[config.mk]
export PLATFORM = sky130hd
export DESIGN_NAME = pstrd_fmul
export DESIGN_NICKNAME = d
export VERILOG_FILES = /design/src/rtl/core/pstrd_pkg.sv /design/src/rtl/core/pstrd_fmul.sv
export SDC_FILE = /design/constraint.sdc
export NUM_CORES = 2
export LEC_CHECK = 0
export BUFFER_PORTS_ARGS = -buffer_cell sky130_fd_sc_hd__buf_2
export CORE_MARGIN = 2
export CORE_UTILIZATION = 60
export CTS_CLUSTER_DIAMETER = 60
export DETAILED_ROUTE_END_ITERATION = 10
export PLACE_DENSITY_LB_ADDON = 0.1
export REMOVE_ABC_BUFFERS = 1
export SYNTH_ARGS = -nofsm -noshare
export SYNTH_HDL_FRONTEND = slang
export SYNTH_SLANG_ARGS = --single-unit
[constraint.sdc]
create_clock -name i_clk -period 10.57 [get_ports i_clk]
set_clock_uncertainty 0.15 [all_clocks]
set_input_delay 2.114 -clock i_clk [delete_from_list [all_inputs] [get_ports i_clk]]
set_output_delay 2.114 -clock i_clk [all_outputs]
set_load 0.01 [all_outputs]
[src/rtl/core/pstrd_pkg.sv]
package pstrd_pkg;

    localparam int unsigned WordW   = 32;
    localparam int unsigned QuotW   = 48;
    localparam int unsigned ClearW  = 16;
    localparam int unsigned StepW   = 64;
    localparam logic [WordW-1:0] IntIndefinite = 32'h8000_0000;

    typedef struct packed {
        logic             valid;
        logic             err;
        logic [WordW-1:0] dvs;
        logic [WordW-1:0] rem;
        logic [QuotW-1:0] work;
    } t_div_beat;

endpackage

[src/rtl/core/pstrd_fmul.sv]
module pstrd_fmul (
    input  logic                 i_clk,
    input  logic                 i_rst_n,
    input  logic                 i_en,
    input  logic                 i_valid,
    input  logic [31:0]          i_a,
    input  logic [31:0]          i_b,
    input  logic [31:0]          i_dvs,
    output pstrd_pkg::t_div_beat o_beat
);
    logic        a_nan, b_nan, a_inf, b_inf, a_zero, b_zero;
    logic [23:0] ma, mb;
    logic [7:0]  ea, eb;

    logic        r1_valid, r1_sign, r1_spec, r1_zero;
    logic [47:0] r1_p;
    logic signed [10:0] r1_e;
    logic [31:0] r1_dvs;

    logic        r2_valid, r2_sign, r2_spec, r2_zero;
    logic [47:0] r2_p;
    logic signed [10:0] r2_e;
    logic [31:0] r2_dvs;
    logic [5:0]  r2_l, n_l;

    logic        r3_valid, r3_sign, r3_spec, r3_zero, r3_big, r3_tiny;
    logic [24:0] r3_m;
    logic signed [10:0] r3_k;
    logic [31:0] r3_dvs;

    logic [47:0] pn;
    logic [24:0] n_m;
    logic signed [10:0] le;
    logic [5:0]  rsh;
    logic [31:0] mag, n_ip;
    pstrd_pkg::t_div_beat r_beat;

    always_comb begin
        ea = i_a[30:23];
        eb = i_b[30:23];
        ma = {(ea != 8'd0), i_a[22:0]};
        mb = {(eb != 8'd0), i_b[22:0]};
        a_nan  = (ea == 8'hff) && (i_a[22:0] != 23'd0);
        b_nan  = (eb == 8'hff) && (i_b[22:0] != 23'd0);
        a_inf  = (ea == 8'hff);
        b_inf  = (eb == 8'hff);
        a_zero = (i_a[30:0] == 31'd0);
        b_zero = (i_b[30:0] == 31'd0);
    end

    always_ff @(posedge i_clk) begin
        if (!i_rst_n) begin
            r1_valid <= 1'b0;
            r2_valid <= 1'b0;
            r3_valid <= 1'b0;
            r_beat.valid <= 1'b0;
        end else if (i_en) begin
            r1_valid <= i_valid;
            r2_valid <= r1_valid;
            r3_valid <= r2_valid;
            r_beat.valid <= r3_valid;
        end
        if (i_en) begin
            r1_sign <= i_a[31] ^ i_b[31];
            r1_spec <= a_nan | b_nan | a_inf | b_inf;
            r1_zero <= a_zero | b_zero;
            r1_p    <= ma * mb;
            r1_e    <= $signed({3'b000, (ea == 8'd0) ? 8'd1 : ea})
                     + $signed({3'b000, (eb == 8'd0) ? 8'd1 : eb}) - 11'sd300;
            r1_dvs  <= i_dvs;

            r2_sign <= r1_sign;
            r2_spec <= r1_spec;
            r2_zero <= r1_zero;
            r2_p    <= r1_p;
            r2_e    <= r1_e;
            r2_dvs  <= r1_dvs;
            r2_l    <= n_l;

            r3_sign <= r2_sign;
            r3_spec <= r2_spec;
            r3_zero <= r2_zero;
            r3_m    <= n_m;
            r3_k    <= le - 11'sd23;
            r3_big  <= (le >= 11'sd31);
            r3_tiny <= (le < -11'sd1);
            r3_dvs  <= r2_dvs;

            r_beat.err  <= (r3_dvs == 32'd0);
            r_beat.dvs  <= r3_dvs;
            r_beat.rem  <= '0;
            r_beat.work <= {n_ip, 16'd0};
        end
    end

    always_comb begin
        n_l = 6'd0;
        for (int i = 0; i < 48; i++) begin
            if (r1_p[i]) begin
                n_l = 6'(i);
            end
        end
    end

    always_comb begin
        pn  = r2_p << (6'd47 - r2_l);
        n_m = {1'b0, pn[47:24]} + 25'(pn[23] & ((|pn[22:0]) | pn[24]));
        le  = $signed({5'd0, r2_l}) + r2_e;
    end

    always_comb begin
        rsh = 6'(-r3_k);
        if (r3_k >= 11'sd0) begin
            mag = {7'd0, r3_m} << r3_k[2:0];
        end else begin
            mag = {7'd0, r3_m} >> rsh;
        end
        if (r3_spec) begin
            n_ip = pstrd_pkg::IntIndefinite;
        end else if (r3_zero || r3_tiny) begin
            n_ip = 32'd0;
        end else if (r3_big || mag[31]) begin
            n_ip = pstrd_pkg::IntIndefinite;
        end else if (r3_sign) begin
            n_ip = -mag;
        end else begin
            n_ip = mag;
        end
    end

    assign o_beat = r_beat;
endmodule

==> impl_metrics.json <==
{
  "yosysTopAreaCell": "edfxtp_1",
  "grt.overflow.total": 0,
  "ys_warn_count": 0,
  "cts.sinks": 330,
  "drt_iter0_drc": 2246,
  "synth.cell_area_sq_um": 37500,
  "post-cts-setup-buffers": 0,
  "die_area_sq_um": 64600,
  "setup_violations": 0,
  "synthCells": 3541,
  "grt_max_degree": 110,
  "final_nets": 4354,
  "grt_usage_pct": 29.4,
  "outcome": "complete, no violations",
  "mostFrequentLayoutCells": "inv_1 (536), fa_1 (484), nand2_1 (483)",
  "clock_latency_ns": 0.54,
  "cts_made_buffers": 35,
  "antenna_left": 0,
  "slew_headroom_pct": 20.4,
  "slowest_delay_ns": 0.60,
  "fin_crit_sh_pct": 89.7,
  "ys_types": 98,
  "crit_start": "i_a[28]",
  "pre_cts_ws_ns": 0.566,
  "post_cts_resized": 0,
  "area_growth_pct": 5.63,
  "worstPathMaxFanout": 25,
  "hold_viol": 0,
  "first_global_vias": 27700,
  "cts_max_level": 2,
  "root_buffer": "clkbuf_16",
  "synth_top_area_share_pct": 26.1,
  "rsz0062_at_grt": "false",
  "firstDrtPassIters": 8,
  "synth_area_leaders": "edfxtp_1 (26%), fa_1 (26%), ha_1 (6.6%)",
  "mostFrequentLayoutCell": "inv_1",
  "ios": 214,
  "wl_mm": 92.7,
  "diodes": 0,
  "start_util_pct": 60.7,
  "critical_path.startpoint_type": "input pin",
  "die_y_microns": 254,
  "via_per_inst": 5.98,
  "drc": 0,
  "critPathCaptureType": "register",
  "worst_pin_slew_ns": 1.19,
  "hold_path_class": "reg -> reg",
  "port_buffers": 165,
  "wl_per_cell_microns": 20.9,
  "crit_top_cell": "fa_1",
  "ys.flop_type": "edfxtp_1",
  "cap_violations": 0,
  "min-delay-start": "r1_sign",
  "vias": 26500,
  "setup_slack_ns": 1.08,
  "path_class": "in -> reg",
  "synth-seq-cells": 330,
  "clk_pin_slew_ns": 0.06,
  "crit_arrival_ns": 9.61,
  "core-area_sq_um": 61800,
  "fmax_mhz": 105,
  "clk_path_buf_depth": 3,
  "grt_pass1_wl_mm": 148,
  "die-width_microns": 254,
  "required_ns": 10.69,
  "detailed_place_hpwl_mm": 70.9,
  "cts_tree": "yes",
  "drive_gt1_share_pct": 11.5,
  "fin_crit_ns": 9.49,
  "timing.rr.start": "r3_k[1]",
  "cts_hold_buf": 0,
  "fin_tns_setup_ns": 0,
  "avgSynthCellArea_sq_um": 10.6,
  "async_reset_ff_share_pct": 0,
  "drv_slew": 0,
  "rows": 91,
  "crit_slowest_cell": "or2_2",
  "yosysSeqAreaShare_pct": 26.3,
  "place_congestion": 0.934,
  "path_cells": "buf_2 > nor4_1 > nand4_1 > or2_2 > and2_1 > fa_1 > fa_1 > fa_1 > inv_1 > fa_1 > fa_1 > fa_1 > inv_1 > fa_1 > ha_1 > nand4_1 > nor2_1 > and2_1 > o2111ai_1 > a311oi_1 > o211ai_1 > and2_1 > o21ai_0 > xor2_1",
  "antenna_found_initial": 1,
  "synth_edf_count": 326
}
==> kinds of logic after synthesis <==
group / count (synthesis) / share of synthesized area [%]
AND/OR/NAND/NOR: 1049 / 13.6
buffers and inverters: 780 / 8.66
adder cells (fa/ha/maj): 683 / 32.4
AO/OA/AOI/OAI: 386 / 7.24
flip-flops: 330 / 26.3
multiplexers: 211 / 9.37
XOR/XNOR: 101 / 2.40
other: 1 / 0.00999
==> per-stage QoR <==
step,cells,util [%],hold WS [ns],area (sq um)
after global placement,4371,62.3,0.250,38500
after floorplan,3348,-,0.250,36500
after CTS,4435,64.1,0.260,39600
final,4435,64.1,0.264,39600
after detailed placement,4371,62.3,0.255,38500
after global routing,4435,64.1,0.260,39600
==> Yosys cell counts, drive strengths merged (14+ instances only) <==
cell type and count:
a31oi 24, fa 484, o21ai 78, ha 199, mux2i 79, nor2b 18, mux4 110, inv 538
mux2 22, nor4 33, a211oi 15, nand2 484, nand2b 24, nand3 31, a21o 31, or3 16
xor2 31, nand4 23, nor3 31, a21oi 84, and3 14, clkbuf 147, o21bai 14, xnor2 70
edfxtp 326, and2 212, buf 93, nor2 129
==> layer usage <==
layer / track usage (%) / wire length (microns)
met5: 0 / 13
met3: 3.95 / 6270
met4: 12.2 / 3980
met2: 50.9 / 46300
met1: 37.3 / 36100
==> worst max-delay path, delay by kind of cell <==
kind	cells	cell delay [ns]
AO/OA/AOI/OAI	4	1.12
buffers and inverters	3	0.23
AND/OR/NAND/NOR	8	2.14
adder cells (fa/ha/maj)	8	3.90
XOR/XNOR	1	0.09
==> sequential cells by signal, summed over array words and instances (netlist names), 6 cells and up <==
register	flops
r2_l	6
r2_dvs	32
r3_k	7
r1_p	48
r2_e	10
r3_dvs	32
r1_dvs	32
o_beat	66
r1_e	10
r3_m	25
r2_p	48
==> cell type report <==
cell class,count,area (sq um)
sequential,330,9870
timing repair buffer,186,993
fill,4971,22200
multi-input combinational,2478,24600
tap,837,1050
inverter,540,2030
clock buffer,41,898
clock inverter,23,221
==> path summary, 6_finish.rpt <==
| kind | to | slack, ns | depth (start not counted) |
|---|---|---|---|
| hold reg to reg | r2_sign | 0.26 | 0 |
| setup reg to reg | o_beat[38] | 4.51 | 11 |
| hold / removal | r2_sign | 0.26 | 0 |
| setup / recovery | r1_p[43] | 1.08 | 24 |
Power is not shown: default switching activity piles up to over one toggle a cycle in this logic, so the estimate is an artifact.
