$ cat config.mk
export PLATFORM = sky130hd
export DESIGN_NAME = pstrd_cell
export DESIGN_NICKNAME = d
export VERILOG_FILES = /design/src/rtl/core/pstrd_pkg.sv /design/src/rtl/core/pstrd_cell.sv
export SDC_FILE = /design/constraint.sdc
export NUM_CORES = 1
export LEC_CHECK = 0
export ABC_CLOCK_PERIOD_IN_PS = 3100
export BUFFER_PORTS_ARGS = -buffer_cell sky130_fd_sc_hd__buf_2
export CELL_PAD_IN_SITES_DETAIL_PLACEMENT = 1
export CELL_PAD_IN_SITES_GLOBAL_PLACEMENT = 1
export CORE_MARGIN = 2
export CORE_UTILIZATION = 34
export DETAILED_ROUTE_END_ITERATION = 7
export GPL_TIMING_DRIVEN = 0
export PLACE_DENSITY = 0.75
export SYNTH_ARGS = -nofsm -noshare
export SYNTH_HDL_FRONTEND = slang
export SYNTH_SLANG_ARGS = --single-unit
$ cat constraint.sdc
create_clock -name i_clk -period 3.1 [get_ports i_clk]
set_input_delay 0.31 -clock i_clk [delete_from_list [all_inputs] [get_ports i_clk]]
set_output_delay 0.31 -clock i_clk [all_outputs]
set_load 0.02 [all_outputs]
$ cat src/rtl/core/pstrd_pkg.sv
package pstrd_pkg;

    localparam int unsigned WordW   = 32;
    localparam int unsigned QuotW   = 48;
    localparam int unsigned ClearW  = 16;
    localparam int unsigned StepW   = 64;
    localparam logic [WordW-1:0] IntIndefinite = 32'h8000_0000;

    typedef struct packed {
        logic             valid;
        logic             err;
        logic [WordW-1:0] dvs;
        logic [WordW-1:0] rem;
        logic [QuotW-1:0] work;
    } t_div_beat;

endpackage

$ cat src/rtl/core/pstrd_cell.sv
module pstrd_cell (
    input  logic                 i_clk,
    input  logic                 i_rst_n,
    input  logic                 i_en,
    input  pstrd_pkg::t_div_beat i_beat,
    output pstrd_pkg::t_div_beat o_beat
);
    logic [32:0] trial;
    logic [33:0] diff;
    logic        ge;
    pstrd_pkg::t_div_beat r_beat, n_beat;

    always_comb begin
        trial = {i_beat.rem, i_beat.work[47]};
        diff  = {1'b0, trial} - {2'b00, i_beat.dvs};
        ge    = !diff[33];
        n_beat      = i_beat;
        n_beat.rem  = ge ? diff[31:0] : trial[31:0];
        n_beat.work = {i_beat.work[46:0], ge};
    end

    always_ff @(posedge i_clk) begin
        if (!i_rst_n) begin
            r_beat.valid <= 1'b0;
        end else if (i_en) begin
            r_beat.valid <= n_beat.valid;
        end
        if (i_en) begin
            r_beat.err  <= n_beat.err;
            r_beat.dvs  <= n_beat.dvs;
            r_beat.rem  <= n_beat.rem;
            r_beat.work <= n_beat.work;
        end
    end

    assign o_beat = r_beat;
endmodule

==> flow_summary_export.csv, run 1 <==
group,metric,value,unit
status,status,"complete, no violations",
routing,drtIter0Drc,205,
global_routing,grt_pass1_wl,26360,µm
synthesis,async_flop_share,0,%
placed_design,dp_cells,886,
worst_setup_path,critPathMaxFanout,4,
synthesis,syn_avg_cell_area,13.19,µm²
synthesis,synth_top_area_share,59.12,%
power_and_ir_drop,p_leak,3.463,nW
timing,period_share,94.23,%
cells_and_area,drive_gt1_share,40.57,%
cells_and_area,fin_cells,921,
synthesis,synth_edf_count,113,
timing,rsz0062_at_grt,"false",
timing,maxSlewViolCount,0,
clock_network,numCtsBuffers,17,
routing,wire_per_inst,18.42,µm
synthesis,syn-num-nets,585,
clock_network,cts_tree,"built",
clock_network,clock_sinks,114,
routing,num_vias,4555,
floorplan,die_x,133.9,µm
worst_setup_path,timing.critical_path.slowest_stage_cell,"a221o_2",
global_routing,grt_usage,19.17,%
routing,wl_met3,1376,µm
floorplan,die_h,133.9,µm
power_and_ir_drop,p_per_area,628.8,nW/µm²
worst_setup_path,cpMostUsedCell,"inv_1",
routing,vias_per_cell,4.946,
synthesis,synth-main-ff-cell,"edfxtp_1",
routing,wirelength,16960,µm
job,cap_violations,0,
worst_setup_path,slowest_delay,0.45,ns
worst_setup_path,cp_cell_sequence,"buf_2 -> inv_1 -> ha_1 -> inv_1 -> fa_2 -> a211oi_2 -> o211a_1 -> o31ai_2 -> a221o_2 -> a2111oi_4 -> o21bai_2 -> xor2_1 -> mux2_4",
synthesis,ys_seq_area_share,59.47,%
clock_network,clk_latency,0.42,ns
clock_network,cts_buffer_depth,2,
cells_and_area,largest_reg_flops,114,
clock_network,clk_pin_slew,0.06,ns
routing,wl_met1,6214,µm
cells_and_area,nFillCells,1817,
synthesis,synth_area_leaders,"edfxtp_1 59%, ha_1 7.0%, mux2_1 5.1%",
cells_and_area,num-nets-final,837,
global_routing,antenna_found_initial,2,
power_and_ir_drop,vdd_drop_max,378.7,µV
floorplan,ioPinCount,231,
timing,worst_pin_slew,0.6639,ns
synthesis,yosysUniqueCellTypes,59,
cells_and_area,utilization,47.23,%
placed_design,hpwl,12760,µm
synthesis,yosys_warnings,0,
floorplan,coreArea,16520,µm²
cells_and_area,seqCellArea,3413,µm²
timing,maxSlewHeadroom,55.36,%
synthesis,synth_top_area_cell,"edfxtp_1",
floorplan,start_util,34.73,%
placed_design,io_buffers,230,
timing,finalHoldViolCount,0,
worst_setup_path,setup.worst_path.start_class,"input port",
timing,min_period,2.921,ns
synthesis,syn_area,5739,µm²
hold_path,worstHoldPathType,"in2reg",
timing,holdWs,0.06320,ns
timing,clock_skew,0,ns
power_and_ir_drop,design_power_total,4.907,mW
worst_setup_path,worst_ep_arrival_time,3.09,ns
worst_setup_path,critPathKind,"in2reg",
placed_design,postPlaceCellArea,7196,µm²
placed_design,gp_congestion,0.7597,
clock_network,clock-root-buffer,"clkbuf_16",
synthesis,synth_seq_cells,114,
clock_network,hold_buffers,0,
cells_and_area,area_growth_syn_to_layout,35.99,%
clock_network,htreeDepth,4,
routing,drc,0,
timing,setup-violations-final,0,
global_routing,grt_pass1_vias,4932,
synthesis,synthCells,435,
timing,timing.fmax,342.3,MHz
routing,top_layer,"met5",
cells_and_area,stdcell_area,7805,µm²
routing,drtAntennaViolNets,0,
routing,dr_wl_met2,8881,µm
floorplan,die_area,17940,µm²
global_routing,grt.overflow.total,0,
floorplan,fp-row-count,47,
global_routing,grt_max_degree,74,
worst_setup_path,crit_path_end_kind,"register",
worst_setup_path,cp.required,3.27,ns
cells_and_area,multi_input_area,2137,µm²
routing,dr.pass1.iters,4,
[logic make-up after synthesis]
group                      Yosys count  synth area share, %
DFF                                114                59.47
AOI/OAI and AO/OA                   99                12.43
and+or+nand+nor                     85                7.238
buffers and inverters               47                3.445
muxes                               33                6.431
adders and majority gates           33                7.325
xor gates and xnor gates            24                3.663
[where the power goes]
| part | internal [mW] | switching (mW) |
|---|---|---|
| Clock | 1.19 | 0.753 |
| Sequential | 1.89 | 0.0387 |
| Combinational | 0.400 | 0.635 |
| Total | 3.48 | 1.43 |
[routing by layer]
layer,track usage (%),up-vias
met4,8.806,2
met1,20.07,2201
met5,0,-
met3,6.311,31
met2,34.76,176
li1,-,2145
[timing repair]
action                                  in CTS  in global routing
gates resized for setup                      0                  3
setup buffers                                0                  2
endpoints found under the setup margin       0                  4
[synthesized netlist by cell type (all sizes together), types with 6 or more instances]
cell type,n
xnor2,15
nor2,15
mux2,28
a21o,9
a21oi,28
nand2,26
o31ai,6
xor2,9
edfxtp,113
ha,32
o21ai,15
nor3,7
and3,10
o21bai,6
inv,40
[worst paths after layout]
path | startpoint | to | slack, ns | cells after the start
min | i_beat[15] | o_beat[16] | 0.06 | 1
max | i_beat[47] | o_beat[74] | 0.18 | 13
max reg2reg | o_beat[113] | o_beat[113] | 2.51 | 2
min reg2reg | o_beat[113] | o_beat[113] | 0.53 | 2
[critical path, delay by kind of cell]
family,cells,cell delay [ns]
mux,1,0.26
xor+xnor,1,0.15
compound gates,6,1.58
fa+ha+maj,2,0.57
buf+inv,3,0.22
[through the flow]
stage,setup TNS (ns),setup WS (ns)
after floorplan,0,0.1171
after global placement,-3.859,-0.4189
after detailed placement,-4.454,-0.4154
after CTS,0,0.01406
after global routing,0,0.05190
final,0,0.1787
[layout make-up]
type                    instances  area share [%]
repair buffers                233           15.33
plain buffers                   7          0.6092
clock inverters                14           1.972
flip-flops and latches        114           43.73
inverters                      40           1.924
multi-input cells             274           27.38
clock buffers                  18           5.499
well taps                     220           3.527
diodes                          1         0.03206
[cells in the final DEF, fill, tap and decap left out, drive strengths merged, types with 2 or more instances in the layout]
cell type / n
a2111oi: 2
a211oi: 4
a21boi: 4
a21o: 9
a21oi: 28
a31oi: 5
a41oi: 2
and2: 4
and3: 10
buf: 238
bufinv: 2
clkbuf: 20
clkinv: 5
clkinvlp: 3
edfxtp: 113
ha: 32
inv: 44
mux2: 28
mux2i: 5
nand2: 26
nand2b: 3
nand3: 5
nand4: 3
nor2: 15
nor2b: 5
nor3: 7
nor4: 2
o211ai: 4
o21a: 4
o21ai: 15
o21bai: 6
o31ai: 6
or2: 2
or3: 2
xnor2: 15
xor2: 9
Power figures use the tool's default switching activity.
==> inputs of run 2 (changes only) <==
--- a/config.mk
+++ b/config.mk
@@ -13,6 +13,7 @@
 export CORE_UTILIZATION = 34
 export DETAILED_ROUTE_END_ITERATION = 7
 export GPL_TIMING_DRIVEN = 0
+export HOLD_SLACK_MARGIN = 0.12
 export PLACE_DENSITY = 0.75
 export SYNTH_ARGS = -nofsm -noshare
 export SYNTH_HDL_FRONTEND = slang
==> constraint.sdc (replaced) <==
create_clock -name i_clk -period 3.1 [get_ports i_clk]
set_input_delay 0.155 -clock i_clk [delete_from_list [all_inputs] [get_ports i_clk]]
set_output_delay 0.155 -clock i_clk [all_outputs]
set_load 0.02 [all_outputs]
==> run 2 against run 1 <==
  * Total power rose by 5.2%
  * Final area rose by 15%
  * Worst setup slack got worse by 0.16 ns
  * Sequential share of layout area fell by 5.7 points
  * Routed wire length rose by 30%
  * Die area did not move
  * Clock skew did not move
  * Register-to-register slack got worse by 0.64 ns
  * Non-clock buffer count rose by 114
  * Highest routed layer is now met4
  * Combinational power rose by 17%
  * Largest power group unchanged
==> flow_summary_export.csv, run 2 (synthesis results as in run 1) <==
group,metric,value,unit
timing,finalHoldViolCount,0,
timing,maxSlewViolCount,0,
floorplan,fp-row-count,47,
power_and_ir_drop,p_per_area,574.4,nW/µm²
timing,worst_pin_slew,0.5929,ns
clock_network,cts_tree,"built",
power_and_ir_drop,vdd_drop_max,398.0,µV
clock_network,numCtsBuffers,17,
placed_design,postPlaceCellArea,7196,µm²
worst_setup_path,worstSetupPathDepth,12,
cells_and_area,num-nets-final,951,
worst_setup_path,cp_cell_sequence,"dlygate4sd3_1 -> buf_2 -> inv_1 -> ha_2 -> a211oi_2 -> o211a_1 -> o31ai_4 -> a221o_2 -> a2111oi_4 -> o21bai_2 -> xor2_1 -> mux2_4",
timing,maxSlewHeadroom,60.47,%
global_routing,grt_pass1_vias,5754,
worst_setup_path,worst_ep_arrival_time,3.26,ns
power_and_ir_drop,design_power_total,5.161,mW
routing,wirelength,22090,µm
hold_path,worstHoldPathType,"in2reg",
clock_network,clk_pin_slew,0.06,ns
clock_network,clock_sinks,114,
cells_and_area,mostFrequentLayoutCells,"231 x buf_2, 113 x dlygate4sd3_1, 113 x edfxtp_1, 40 x inv_1, 31 x ha_1",
worst_setup_path,timing.critical_path.slowest_stage_cell,"dlygate4sd3_1",
clock_network,clock-root-buffer,"clkbuf_16",
clock_network,clk_latency,0.42,ns
routing,drc,0,
clock_network,cts_buffer_depth,2,
routing,dr.pass1.iters,4,
placed_design,gp_congestion,0.7597,
global_routing,antenna_found_initial,1,
global_routing,grt.overflow.total,0,
routing,num_vias,5157,
cells_and_area,utilization,54.38,%
worst_setup_path,critPathKind,"in2reg",
hold_path,hold_end,"o_beat[48]",
power_and_ir_drop,p_leak,3.951,nW
timing,holdWs,0.2233,ns
routing,vias_per_cell,4.983,
cells_and_area,stdcell_area,8986,µm²
global_routing,grt_max_degree,74,
hold_path,hold_depth,3,
worst_setup_path,r2r_cells,3,
worst_setup_path,path_buf_inv,3,
global_routing,grt_usage,24.86,%
timing,period_share,99.52,%
global_routing,grt_pass1_wl,33430,µm
worst_setup_path,crit_family,"compound AO/OA/AOI/OAI gates",
cells_and_area,largest_reg_flops,114,
worst_setup_path,crit_path_end_kind,"register",
hold_path,hp-start,"i_beat[80]",
cells_and_area,drive_gt1_share,35.75,%
placed_design,hpwl,12760,µm
floorplan,die_x,133.9,µm
placed_design,io_buffers,230,
timing,setup-violations-final,0,
cells_and_area,area_growth_syn_to_layout,56.57,%
floorplan,coreArea,16520,µm²
worst_setup_path,r2r_start,"o_beat[113]",
timing,min_period,3.085,ns
floorplan,die_area,17940,µm²
routing,drtIter0Drc,285,
floorplan,ioPinCount,231,
worst_setup_path,cp.required,3.27,ns
timing,timing.fmax,324.1,MHz
cells_and_area,final_common_cell,"buf_2",
timing,clock_skew,0,ns
floorplan,start_util,34.73,%
job,cap_violations,0,
timing,finalSetupTns,0,ns
worst_setup_path,critPathMaxFanout,6,
status,status,"complete, no violations",
floorplan,die_h,133.9,µm
clock_network,htreeDepth,4,
worst_setup_path,slowest_delay,0.54,ns
worst_setup_path,rrSetupSlack,1.87,ns
worst_setup_path,r2r-end,"o_beat[113]",
routing,wire_per_inst,21.34,µm
worst_setup_path,setup.worst_path.start_class,"input port",
routing,drtAntennaViolNets,0,
-- run 2: cell type report --
class,instances,area (µm²)
fill,1770,7538
sequential,114,3413
timing repair buffer,348,2342
multi-input combinational,274,2172
clock buffer,18,429.2
tap,220,275.3
clock inverter,14,153.9
inverter,40,150.1
buffer,6,47.55
antenna,1,2.502
-- run 2: worst register-to-register path, stage by stage (launching register included) --
cell           delay (ns)
dfxtp_1              0.31
mux2i_1              0.16
nor2b_1              0.07
dlygate4sd3_1        0.57
-- run 2: metal layers --
layer / share of wire (%) / global-route usage, %
met2: 53 / 46.44
met5: 0 / 0
met1: 37 / 26.25
met3: 7.0 / 7.521
met4: 2.6 / 9.102
-- run 2: power breakdown --
part | leakage, nW | internal (mW) | switching [mW]
combinational | 2.56 | 0.504 | 0.715
sequential | 1.11 | 1.89 | 0.0526
clock | 0.278 | 1.19 | 0.807
-- run 2: worst max-delay path by stage --
stage / start / end / slack [ns]
global route: i_beat[87] / o_beat[70] / -0.05
global placement: i_beat[47] / o_beat[74] / -0.26
CTS: i_beat[84] / o_beat[56] / 0.004
finish: i_beat[87] / o_beat[74] / 0.01
detailed placement: i_beat[47] / o_beat[74] / -0.26
floorplan: i_beat[47] / o_beat[74] / 0.27
-- run 2: what timing repair did --
| item | CTS | global route |
|---|---|---|
| resized for setup | 0 | 12 |
| hold buffers | 113 | 0 |
| setup endpoints to repair | 0 | 27 |
| setup buffers | 0 | 4 |
| hold endpoints to repair | 112 | 0 |
-- run 2: metrics by stage --
step                setup slack [ns]  instances
floorplan                     0.2721        435
global placement             -0.2639        885
detailed placement           -0.2604        886
CTS                         0.003740       1031
global route                -0.05085       1035
finish                       0.01488       1035
==> inputs of run 3 (changes only) <==
--- a/config.mk
+++ b/config.mk
@@ -5,16 +5,17 @@
 export SDC_FILE = /design/constraint.sdc
 export NUM_CORES = 1
 export LEC_CHECK = 0
+export ABC_AREA = 1
 export ABC_CLOCK_PERIOD_IN_PS = 3100
 export BUFFER_PORTS_ARGS = -buffer_cell sky130_fd_sc_hd__buf_2
 export CELL_PAD_IN_SITES_DETAIL_PLACEMENT = 1
 export CELL_PAD_IN_SITES_GLOBAL_PLACEMENT = 1
 export CORE_MARGIN = 2
-export CORE_UTILIZATION = 34
+export CORE_UTILIZATION = 33
 export DETAILED_ROUTE_END_ITERATION = 7
 export GPL_TIMING_DRIVEN = 0
 export HOLD_SLACK_MARGIN = 0.12
-export PLACE_DENSITY = 0.75
+export PLACE_DENSITY = 0.76
 export SYNTH_ARGS = -nofsm -noshare
 export SYNTH_HDL_FRONTEND = slang
 export SYNTH_SLANG_ARGS = --single-unit
==> run 3 against run 2 <==
  * Worst setup slack improved by 0.50 ns
  * Area after synthesis rose by 14%
  * Via count rose by 24%
  * Die area rose by 17%
  * Total power rose by 1.5%
  * Critical endpoint is now o_beat[76]
==> flow_summary_export.csv, run 3 <==
group,metric,value,unit
clock_network,clk_pin_slew,0.06,ns
timing,maxSlewViolCount,0,
global_routing,grt_usage,23.26,%
synthesis,syn-num-nets,906,
routing,drtIter0Drc,310,
routing,wl_met1,10380,µm
clock_network,cts_tree,"built",
routing,drtAntennaViolNets,0,
synthesis,synth_top_area_share,51.70,%
global_routing,grt_max_degree,62,
timing,finalHoldViolCount,0,
clock_network,htreeDepth,4,
placed_design,postPlaceCellArea,8077,µm²
timing,setup-violations-final,0,
worst_setup_path,worstSetupPathDepth,16,
timing,rsz0062_at_grt,"false",
synthesis,synth_area_leaders,"edfxtp_1 52%, nand2_1 15%, inv_1 8.2%",
synthesis,ys_top_cells_by_count,"264 x nand2_1, 143 x inv_1, 113 x edfxtp_1, 58 x nand3_1, 40 x nor2_1",
synthesis,async_flop_share,0,%
power_and_ir_drop,design_power_total,5.239,mW
worst_setup_path,setup.worst_path.start_class,"input port",
power_and_ir_drop,switching_share,31.02,%
routing,num_vias,6393,
placed_design,hpwl,15740,µm
timing,fin_ws,0.5144,ns
job,cap_violations,0,
worst_setup_path,cpMostUsedCell,"nand2_1",
cells_and_area,drive_gt1_share,26.59,%
timing,min_period,2.586,ns
synthesis,synth_top_area_cell,"edfxtp_1",
worst_setup_path,path_buf_inv,4,
cells_and_area,antenna_cells,0,
floorplan,die_x,145.0,µm
clock_network,clock_sinks,114,
routing,wirelength,23760,µm
clock_network,ctsResizeCount,0,
worst_setup_path,timing.critical_path.slowest_stage_cell,"dlygate4sd3_1",
synthesis,synth-main-ff-cell,"edfxtp_1",
floorplan,ioPinCount,231,
worst_setup_path,crit_path_end_kind,"register",
timing,finalSetupTns,0,ns
power_and_ir_drop,combinationalPowerShare,23.7,%
worst_setup_path,cp.required,3.29,ns
timing,timing.fmax,386.8,MHz
power_and_ir_drop,p_per_area,533.3,nW/µm²
floorplan,start_util,33.73,%
synthesis,synth_edf_count,113,
placed_design,io_buffers,230,
placed_design,pre_cts_slack,0.6304,ns
worst_setup_path,r2r_cells,3,
synthesis,synthCells,756,
timing,period_share,83.41,%
global_routing,grt_pass1_vias,7011,
floorplan,coreArea,19460,µm²
timing,worst_pin_slew,0.8529,ns
worst_setup_path,worst_ep_arrival_time,2.78,ns
routing,drc,0,
clock_network,cts_buffer_depth,2,
worst_setup_path,slowest_delay,0.53,ns
timing,maxSlewHeadroom,43.14,%
synthesis,synth_seq_cells,114,
status,status,"complete, no violations",
cells_and_area,largest_reg_flops,114,
worst_setup_path,rrSetupSlack,1.84,ns
clock_network,clk_latency,0.43,ns
routing,dr.pass1.iters,5,
worst_setup_path,critPathMaxFanout,4,
routing,wire_per_inst,17.01,µm
power_and_ir_drop,p_switching,1.625,mW
synthesis,ys_seq_area_share,52.00,%
clock_network,clock-root-buffer,"clkbuf_16",
clock_network,post_cts_buffers,0,
synthesis,yosysMostFrequentCell,"nand2_1",
timing,clock_skew,0,ns
synthesis,syn_avg_cell_area,8.682,µm²
clock_network,numCtsBuffers,17,
power_and_ir_drop,p_int,3.614,mW
synthesis,yosysUniqueCellTypes,31,
cells_and_area,final_common_cell,"nand2_1",
worst_setup_path,endpoint,"o_beat[76]",
worst_setup_path,r2r_start,"o_beat[113]",
power_and_ir_drop,vdd_drop_max,389.1,µV
hold_path,worstHoldPathType,"in2reg",
cells_and_area,area_growth_syn_to_layout,49.68,%
floorplan,fp-row-count,51,
routing,dr_wl_met2,11680,µm
routing,wl_met3,1084,µm
power_and_ir_drop,p_leak,4.960,nW
worst_setup_path,cp_cell_sequence,"dlygate4sd3_1 -> buf_2 -> inv_1 -> ha_1 -> inv_1 -> fa_1 -> nand3_1 -> nand3_1 -> nand2_1 -> nand2_1 -> nand2_1 -> nand2_1 -> nand2_1 -> nand3_1 -> nand3_2 -> nand2_1",
routing,vias_per_cell,4.576,
power_and_ir_drop,pwr-share-clk,39.4,%
routing,top_layer,"met4",
cells_and_area,stdcell_area,9824,µm²
global_routing,antenna_found_initial,0,
global_routing,grt_pass1_wl,38270,µm
worst_setup_path,crit_family,"simple AND/OR/NAND/NOR gates",
floorplan,die_h,145.0,µm
worst_setup_path,startpoint,"i_beat[47]",
clock_network,hold_buffers,114,
worst_setup_path,critPathKind,"in2reg",
worst_setup_path,r2r-end,"o_beat[113]",
cells_and_area,utilization,50.48,%
cells_and_area,mostFrequentLayoutCells,"264 x nand2_1, 234 x buf_2, 143 x inv_1, 114 x dlygate4sd3_1, 113 x edfxtp_1",
placed_design,gp_congestion,0.8676,
synthesis,syn_area,6564,µm²
floorplan,die_area,21030,µm²
synthesis,yosys_warnings,0,
power_and_ir_drop,power_frac_seq,36.9,%
global_routing,grt.overflow.total,0,
cells_and_area,num-nets-final,1270,
## run 3: cell count changes in the layout (fill, tap and decap cells not counted), sizes merged, moves of 6 or more
cell / before / now
nand3: 5 / 72
a21oi: 28 / 20
inv: 44 / 148
nor2: 15 / 44
a21o: 9 / 0
o21ai: 15 / 2
and3: 10 / 1
o31ai: 6 / 0
and2: 4 / 10
nand2: 26 / 270
xor2: 9 / 15
mux2: 28 / 0
xnor2: 15 / 0
## run 3: worst min-delay path by stage
| stage | start | end | cells past startpoint |
|---|---|---|---|
| floorplan | i_en | o_beat[113] | 1 |
| global placement | i_beat[18] | o_beat[19] | 1 |
| detailed placement | i_beat[37] | o_beat[38] | 1 |
| CTS | i_beat[79] | o_beat[79] | 6 |
| global route | i_beat[79] | o_beat[79] | 6 |
| finish | i_beat[79] | o_beat[79] | 6 |
## run 3: cells by family after synthesis
logic type                 count (synthesis)  share of synthesized area (%)
and+or+nand+nor                          414                          28.02
buffers and inverters                    155                          9.493
DFF                                      114                          52.00
adders and majority gates                 33                          6.405
AOI/OAI and AO/OA                         25                          2.078
xor gates and xnor gates                  15                          2.002
## run 3: worst min-delay path: cells and delay by family
| family | cells | cell delay, ns |
|---|---|---|
| and+or+nand+nor | 5 | 0.37 |
| buffers and inverters | 1 | 0.10 |
## run 3: routing by layer
| metal | up-vias | global-route usage [%] |
|---|---|---|
| met2 | 205 | 39.95 |
| met4 | 0 | 8.960 |
| met3 | 38 | 4.591 |
| met1 | 3002 | 28.86 |
| li1 | 3148 | - |
| met5 | - | 0 |
## run 3: power by group through the flow
stage	logic, mW	registers (mW)	clock network (mW)
floorplan	0.475	2.16	0
global placement	1.08	1.94	0
detailed placement	1.10	1.95	0
CTS	1.23	1.92	2.08
global route	1.37	1.95	2.16
finish	1.24	1.93	2.07
## run 3: final cells by class
| cell class | count | area [µm²] |
|---|---|---|
| inverter | 146 | 548.0 |
| sequential | 114 | 3413 |
| timing repair buffer | 345 | 2322 |
| tap | 265 | 331.6 |
| multi-input combinational | 487 | 2527 |
| clock buffer | 17 | 425.4 |
| fill | 2353 | 9638 |
| clock inverter | 14 | 181.4 |
| buffer | 9 | 75.07 |
## run 3: metrics by stage
step,hold WS [ns],instances
finish,0.3627,1397
global route,0.3951,1397
CTS,0.3737,1397
detailed placement,0.3333,1252
global placement,0.3316,1251
floorplan,0.2485,756
